### config.mk
export PLATFORM = sky130hd
export DESIGN_NAME = tws_lane
export DESIGN_NICKNAME = d
export VERILOG_FILES = /design/src/rtl/timed_window_vector_sum_assert.svh /design/src/rtl/tws_pkg.sv /design/src/rtl/tws_ram.sv /design/src/rtl/tws_lane.sv
export SDC_FILE = /design/constraint.sdc
export NUM_CORES = 2
export LEC_CHECK = 0
export BUFFER_PORTS_ARGS = -buffer_cell sky130_fd_sc_hd__buf_2
export CAP_MARGIN = 20
export CORE_MARGIN = 8
export CORE_UTILIZATION = 60
export CTS_BUF_LIST = sky130_fd_sc_hd__clkbuf_4 sky130_fd_sc_hd__clkbuf_8
export DETAILED_ROUTE_END_ITERATION = 16
export PLACE_DENSITY = 0.76
export SYNTH_ARGS = -nofsm -noshare
export SYNTH_HDL_FRONTEND = slang
export SYNTH_SLANG_ARGS = --single-unit
### constraint.sdc
create_clock -name clk -period 9 [get_ports clk]
set_clock_uncertainty 0.15 [all_clocks]
set_input_delay 0.9 -clock clk [delete_from_list [all_inputs] [get_ports clk]]
set_output_delay 0.9 -clock clk [all_outputs]
set_load 0.05 [all_outputs]
### src/rtl/timed_window_vector_sum_assert.svh
// Assertion macros shared by the timed window vector sum RTL.
`ifndef TIMED_WINDOW_VECTOR_SUM_ASSERT_SVH
`define TIMED_WINDOW_VECTOR_SUM_ASSERT_SVH

// Same-cycle implication, checked outside reset.
`define TWS_ASSERT_NOW(lbl, ante, cons, msg) \
  lbl: assert property (@(posedge clk) disable iff (!rst_n) (ante) |-> (cons)) \
    else $error(msg);

// Next-cycle implication, checked outside reset.
`define TWS_ASSERT_NEXT(lbl, ante, cons, msg) \
  lbl: assert property (@(posedge clk) disable iff (!rst_n) (ante) |=> (cons)) \
    else $error(msg);

`endif

### src/rtl/tws_pkg.sv
// Package with types, codes and defaults of the timed window vector sum.
package tws_pkg;

  localparam int LISTENERS_DEF  = 4;
  localparam int FIFO_DEPTH_DEF = 16;
  localparam int FEATURES_DEF   = 4;
  localparam int IN_FEATS       = 4;

  localparam logic [31:0] WINDOW_RST = 32'd1000;
  localparam logic [2:0]  FEATS_RST  = 3'd4;
  localparam logic [4:0]  DEPTH_RST  = 5'd16;

  typedef enum logic [1:0] {
    ACT_PUSH   = 2'd0,
    ACT_EXPIRE = 2'd1,
    ACT_QUERY  = 2'd2,
    ACT_NONE   = 2'd3
  } action_t;

  typedef enum logic [1:0] {
    REG_WINDOW = 2'd0,
    REG_FEATS  = 2'd1,
    REG_DEPTH  = 2'd2,
    REG_SPARE  = 2'd3
  } reg_idx_t;

  localparam logic KIND_RECORD = 1'b0;
  localparam logic KIND_SUM    = 1'b1;

  // Per-lane control from the sequencer.
  typedef struct packed {
    logic we;
    logic add;
    logic sub;
  } lane_ctl_t;

endpackage

### src/rtl/tws_ram.sv
// Generic single-write, single-read RAM with registered read data.
module tws_ram #(
  parameter int WIDTH = 32,
  parameter int DEPTH = 64,
  localparam int AW = (DEPTH > 1) ? $clog2(DEPTH) : 1
) (
  input  logic             clk,
  input  logic             we,
  input  logic [AW-1:0]    waddr,
  input  logic [WIDTH-1:0] wdata,
  input  logic [AW-1:0]    raddr,
  output logic [WIDTH-1:0] rdata
);

  logic [WIDTH-1:0] mem [DEPTH];
  logic [WIDTH-1:0] rdata_r;

  // Write port and registered read port.
  always_ff @(posedge clk) begin
    if (we) begin
      mem[waddr] <= wdata;
    end
    rdata_r <= mem[raddr];
  end

  assign rdata = rdata_r;

endmodule

### src/rtl/tws_lane.sv
// One feature lane: record value store and the per-listener running sums.
module tws_lane
  import tws_pkg::*;
#(
  parameter int LISTENERS  = LISTENERS_DEF,
  parameter int FIFO_DEPTH = FIFO_DEPTH_DEF,
  localparam int LW = (LISTENERS > 1) ? $clog2(LISTENERS) : 1,
  localparam int SW = (FIFO_DEPTH > 1) ? $clog2(FIFO_DEPTH) : 1,
  localparam int AW = LW + SW
) (
  input  logic          clk,
  input  logic          rst_n,
  input  lane_ctl_t     ctl,
  input  logic [LW-1:0] sel,
  input  logic [AW-1:0] waddr,
  input  logic [AW-1:0] raddr,
  input  logic [31:0]   wdata,
  output logic [31:0]   rdata,
  output logic [63:0]   sum
);

  logic [63:0] sums_r [LISTENERS];

  tws_ram #(.WIDTH(32), .DEPTH(1 << AW)) u_vals (
    .clk   (clk),
    .we    (ctl.we),
    .waddr (waddr),
    .wdata (wdata),
    .raddr (raddr),
    .rdata (rdata)
  );

  // Running sums wrap at 64 bits; an eviction subtracts the head value read out.
  always_ff @(posedge clk) begin
    if (!rst_n) begin
      for (int i = 0; i < LISTENERS; i++) begin
        sums_r[i] <= '0;
      end
    end else if (ctl.sub) begin
      sums_r[sel] <= sums_r[sel] - 64'(rdata);
    end else if (ctl.add) begin
      sums_r[sel] <= sums_r[sel] + 64'(wdata);
    end
  end

  assign sum = sums_r[sel];

endmodule

Yosys cells after proc, flatten, opt, wreduce, memory -nomap -nowiden
Memories as Yosys holds them, arrays and structs flattened. A register that Yosys moved wholly into a read port is not among the register bits.
Index checks and enable logic that the tools add are counted.
{"block": "word_totals", "ff_bits": 0, "mem_bits_rw": 2304, "input_bits": 51, "word_cells": 20, "n_memories": 2}
{"block": "op_classes", "addsub": 2, "n_mux": 14, "bitwise": 1, "reduce_logical": 1}
{"name": "u_vals.mem", "depth": 64, "width": 32, "rd": 1, "rd_clocked_by_memory_dff": 1, "write_ports": 1, "line": "tws_ram.sv:15", "text": "logic [WIDTH-1:0] mem [DEPTH];"}
{"name": "sums_r", "depth": 4, "width": 64, "rd": 1, "rd_clocked_by_memory_dff": 0, "write_ports": 4, "line": "tws_lane.sv:22", "text": "logic [63:0] sums_r [LISTENERS];"}
{"operator": "$mux 64", "n": 2}
{"operator": "$add 64x32->64", "n": 1}
{"operator": "$reduce_or 64->1", "n": 1}
{"operator": "$sub 64x32->64", "n": 1}
{"operator": "$mux 1", "n": 11}
{"operator": "$mux 2", "n": 1}
{"operator": "$or 1x1->1", "n": 1}

Depth between registers and ports, before layout
{"block": "logic_depth", "word_depth": 7, "depth_mapped": 20, "ltp_nobuf": 19}

By module
From an unflattened synthesis, not the netlist that was laid out.
{"block": "hier_totals", "hier_cells": 4848, "hier_area_um2": 94638.3}
{"mod": "tws_ram", "instances": 1, "cells_per_inst": 3324, "area_each_um2": 78515.3, "seq_area_each_um2": 62139.6}
{"mod": "tws_lane", "instances": 1, "cells_per_inst": 1524, "area_each_um2": 16123.0, "seq_area_each_um2": 7687.4}

Worst setup path after synthesis
Ideal clock, no wire load.
{"block": "synth_path", "path_kind": "input port to flip-flop", "from": "in sel[0]", "to": "mem sums_r[0][61] (data pin)", "setup_ns": 0.270, "t_arrival_ns": 5.097, "t_required_ns": 8.580, "path_slack_ns": 3.483, "cell_stages": 14, "n_path_buf": 4, "cell_sequence": "clkbuf_1 buf_1 buf_1 mux4_2 ha_1 clkbuf_1 nand4_1 nor3_1 nand2_1 a41oi_1 o21ai_1 a2111oi_0 o21a_1 nor3_1"}
{"element": "from (decl)", "line": "tws_lane.sv:14", "text": "input logic [LW-1:0] sel,"}
{"element": "to (decl)", "line": "tws_lane.sv:22"}

==> results.md <==
- The run finished with clean final reports.
- The final net count is approximately 5k.
- The via count is around 49k.
- In the layout the commonest cells are sky130_fd_sc_hd__edfxtp_1, sky130_fd_sc_hd__mux4_2, sky130_fd_sc_hd__clkbuf_8.
- Based on the critical path, the design can be clocked at up to ~0.15 GHz.
- Using the TritonRoute via totals, the vias-per-cell ratio works out to about 6.7.
- The floorplan die area is 0.171 mm^2.
- In this run the worst hold path is classified as in2reg.
- The via count of the first global-routing pass is around 50k.
- During I/O placement, the number of pins put on the boundary was around 150.
- After floorplanning, the core was divided into roughly 150 placement rows.
- The core region is between 0.15 and 0.2 mm^2.
- The initial antenna violation count was 26.
- The number of DRC violations after detailed routing is 0.
- The final period utilization is 0.720.
- In this run the horizontal extent of the chip is around 410 um.
- Buffers inserted during clock tree synthesis total approximately 370.
- The type of the setup path with the least slack is reg2reg.
- The TritonCTS clock tree is yes.
- Of all flip-flops after synthesis, the portion carrying an async set or reset was 0.
- The post-synthesis cell type count is 75.
- The number of buffers added for setup after CTS is 0.
- Power spread over the standard cell area amounts to between 200 and 250 mW/mm^2.
- The hold-fix buffer count after cts is 0.
- The DRC marker count from the first detailed-route iteration is around 6.3k.
- Once detail routing completed, the nets flagged for antenna violations numbered 0.
- For the worst setup path, the data arrival time is 7.17 ns.
- Setup slack on the critical path of the routed design comes to approximately 2.5 ns.
- Compared with the post-synthesis result, the final layout area differs by 11.6%.
- The clock period minus worst slack is 6.48 ns.
- Measured along the y axis, the die boundary spans 413 um.
- The clock net in this run drives a total of 2336 sinks.
- The global route total overflow is 0.
- The critical path startpoint category is a register.
- The most instantiated flip-flop cell in the synthesis netlist is sky130_fd_sc_hd__edfxtp_1.
- Summed over all failing endpoints, the final setup total negative slack is 0 ns.
- Routability-driven placement finished with a final weighted congestion of between 0.9 and 1.
- The post-placement worst setup slack is ~2.7 ns.
- The root cell of the clock tree is sky130_fd_sc_hd__clkbuf_8.
- The all-layer global routing usage is 0.278.
- The transition time of the tightest slew-check pin is ~1.1 ns.
- The post-synthesis area per instance is between 20 and 25 um^2.
- The clock-pin slew on the worst setup and hold paths is 0.06 ns.
- The first global-routing pass estimated between 300000 and 400000 um of wire.
- The count of final hold-check violations was 0.
- The stage delay of the slowest cell on the critical path is just under 0.7 ns.
- The number of max-cap violations is 0.
- Of the synthesized area, sequential elements account for 0.737.
- For the worst setup path, the data required time is just under 10 ns.
- The post-synthesis sequential element count is 2336.
- The share of layout cells above drive strength 1 is 0.319.
- The H-tree depth is 5.
- The post-cts resize count is 0.
- The number of max-slew violations in the final report is 0.
- Leaving out fill and tap cells, the most frequent cell in the layout is sky130_fd_sc_hd__edfxtp_1.
- Of all nets on the critical path, the largest fanout is 15.
- The Yosys step of the flow raised 0 warnings.
- Setup violations remaining at the end of the flow were counted as 0.
- The category of the worst setup path capture point is a register.
- Traced cell by cell, the critical path runs through or4_4 -> nor3_4 -> nand3_2 -> or3_4 -> or4_4 -> inv_1 -> a21oi_1 -> ha_1 -> nand2_1 -> o21ai_0 -> a21oi_1 -> o32ai_1 -> o21ai_1 -> a2111oi_0 -> nor3_1 -> nor3_1.
- The number of enable flip-flop cells after synthesis is roughly 2.3k.
- The worst supply voltage drop on vdd is roughly 0.16 mV.
- Setup repair after global routing left no endpoint under its margin.
- The maximum number of pins on one net before global-route repair is about 120.
- Summed over all cells, the static leakage comes to 0.0344 uW.
- In the final routed layout, each cell accounts on average for ~32 um.
- The overall power after layout is between 20000 and 25000 uW.
- The library cell contributing the largest single delay on the critical path is sky130_fd_sc_hd__a2111oi_0.
- Summing every instance area after synthesis gives 0.0947 mm^2.
- The total wire length after detailed routing is approximately 240000 um.
- The max-slew headroom at the worst pin is 0.239.
- The detailed placer's ending HPWL is 137000 um.
- The total of buffers placed on input and output ports is ~150.
- The synthesized net count is between 4k and 5k.
- The initial utilization of the core area, before any placement, comes to 0.601.
- For this run, the detailed router's first-pass iteration total came to 7.
- Clock latency on the worst-skew pair, taken at its later pin, is approximately 1.0 ns.
- The post-synthesis instance total is roughly 4.6k.
- The clock passes through at most 4 buffers.
==> logic make-up (layout without fill, tap and decap cells) <==
group / count (synthesis) / count (layout) / synth area share
mux: 754 / 754 / 0.176
other cells: 0 / 11 / 0
buf+inv: 304 / 956 / 0.0127
simple gates: 705 / 705 / 0.0344
xor+xnor: 67 / 67 / 0.00619
fa+ha+maj: 74 / 74 / 0.00985
compound gates: 362 / 362 / 0.0241
flops: 2336 / 2336 / 0.737
==> sequential cells by signal, indices dropped and copies added (netlist names) <==
register      count
sums_r          256
u_vals.mem     2048
u_vals.rdata     32
==> power by group <==
group / leakage, uW / internal (uW) / switching (uW)
clock network: 0.00374 / 4720 / 3970
logic: 0.00932 / 898 / 1790
registers: 0.0214 / 12200 / 94.2
==> layer usage <==
metal | track usage | part of all wire | vias up
met3 | 0.0685 | 0.11 | 472
met2 | 0.447 | 0.49 | 2943
met4 | 0.0897 | 0.033 | 6
met1 | 0.382 | 0.37 | 25700
li1 | - | - | 20000
met5 | 0 | 0.00019 | -
==> layout make-up <==
cell class,count,area (um^2)
antenna,11,27.5
clock buffer,503,6150
clock inverter,128,861
fill,9814,51900
inverter,47,176
multi-input combinational,1962,24300
sequential,2336,69800
tap,2072,2590
timing repair buffer,278,1890
==> critical path: cells and delay by family, from the launching register on <==
family | cells | cell delay, ns
AO/OA/AOI/OAI | 6 | 2.27
adder cells (fa/ha/maj) | 1 | 0.55
buffers and inverters | 1 | 0.54
flip-flops | 1 | 0.35
AND/OR/NAND/NOR | 8 | 2.41
==> synthesized netlist by cell type (12+ instances only) <==
cell | instances | share of area
sky130_fd_sc_hd__edfxtp_1 | 2304 | 0.73
sky130_fd_sc_hd__mux4_2 | 727 | 0.17
sky130_fd_sc_hd__nor2_1 | 325 | 0.013
sky130_fd_sc_hd__clkbuf_1 | 173 | 0.0069
sky130_fd_sc_hd__a21oi_1 | 143 | 0.0076
sky130_fd_sc_hd__nand2_1 | 131 | 0.0052
sky130_fd_sc_hd__ha_1 | 73 | 0.0096
sky130_fd_sc_hd__nor3_1 | 65 | 0.0034
sky130_fd_sc_hd__o21ai_0 | 57 | 0.0030
sky130_fd_sc_hd__inv_1 | 47 | 0.0019
sky130_fd_sc_hd__buf_2 | 42 | 0.0022
sky130_fd_sc_hd__nand4_1 | 41 | 0.0027
sky130_fd_sc_hd__buf_1 | 40 | 0.0016
sky130_fd_sc_hd__xor2_1 | 37 | 0.0034
sky130_fd_sc_hd__a21o_1 | 32 | 0.0025
sky130_fd_sc_hd__dfxtp_1 | 32 | 0.0068
sky130_fd_sc_hd__xnor2_1 | 30 | 0.0028
sky130_fd_sc_hd__nand3_1 | 29 | 0.0015
sky130_fd_sc_hd__and3_1 | 22 | 0.0015
sky130_fd_sc_hd__o21a_1 | 18 | 0.0014
sky130_fd_sc_hd__mux2i_1 | 17 | 0.0018
sky130_fd_sc_hd__o211ai_1 | 17 | 0.0013
sky130_fd_sc_hd__and2_1 | 16 | 0.0011
sky130_fd_sc_hd__a211oi_1 | 13 | 0.0010
sky130_fd_sc_hd__a31oi_1 | 12 | 0.00079
sky130_fd_sc_hd__nor4_1 | 12 | 0.00079
==> worst paths after layout <==
path	startpoint	endpoint	slack, ns	cells past startpoint
max	u_vals.rdata[11]	sums_r[0][61]	2.52	16
min	wdata[23]	u_vals.mem[38][23]	0.11	1
max reg2reg	u_vals.rdata[11]	sums_r[0][61]	2.52	16
min reg2reg	u_vals.mem[14][29]	u_vals.rdata[29]	0.82	4
==> per-stage QoR <==
step	instances	util	instance area (um^2)	hold slack, ns
floorplan	4602	-	94700	0.759
global placement	6692	0.626	98700	0.793
detailed placement	6692	0.626	98700	0.817
CTS	7323	0.671	106000	0.0848
global route	7330	0.671	106000	0.0707
finish	7337	0.671	106000	0.114
Note: power is estimated with default switching activity, not from simulation.
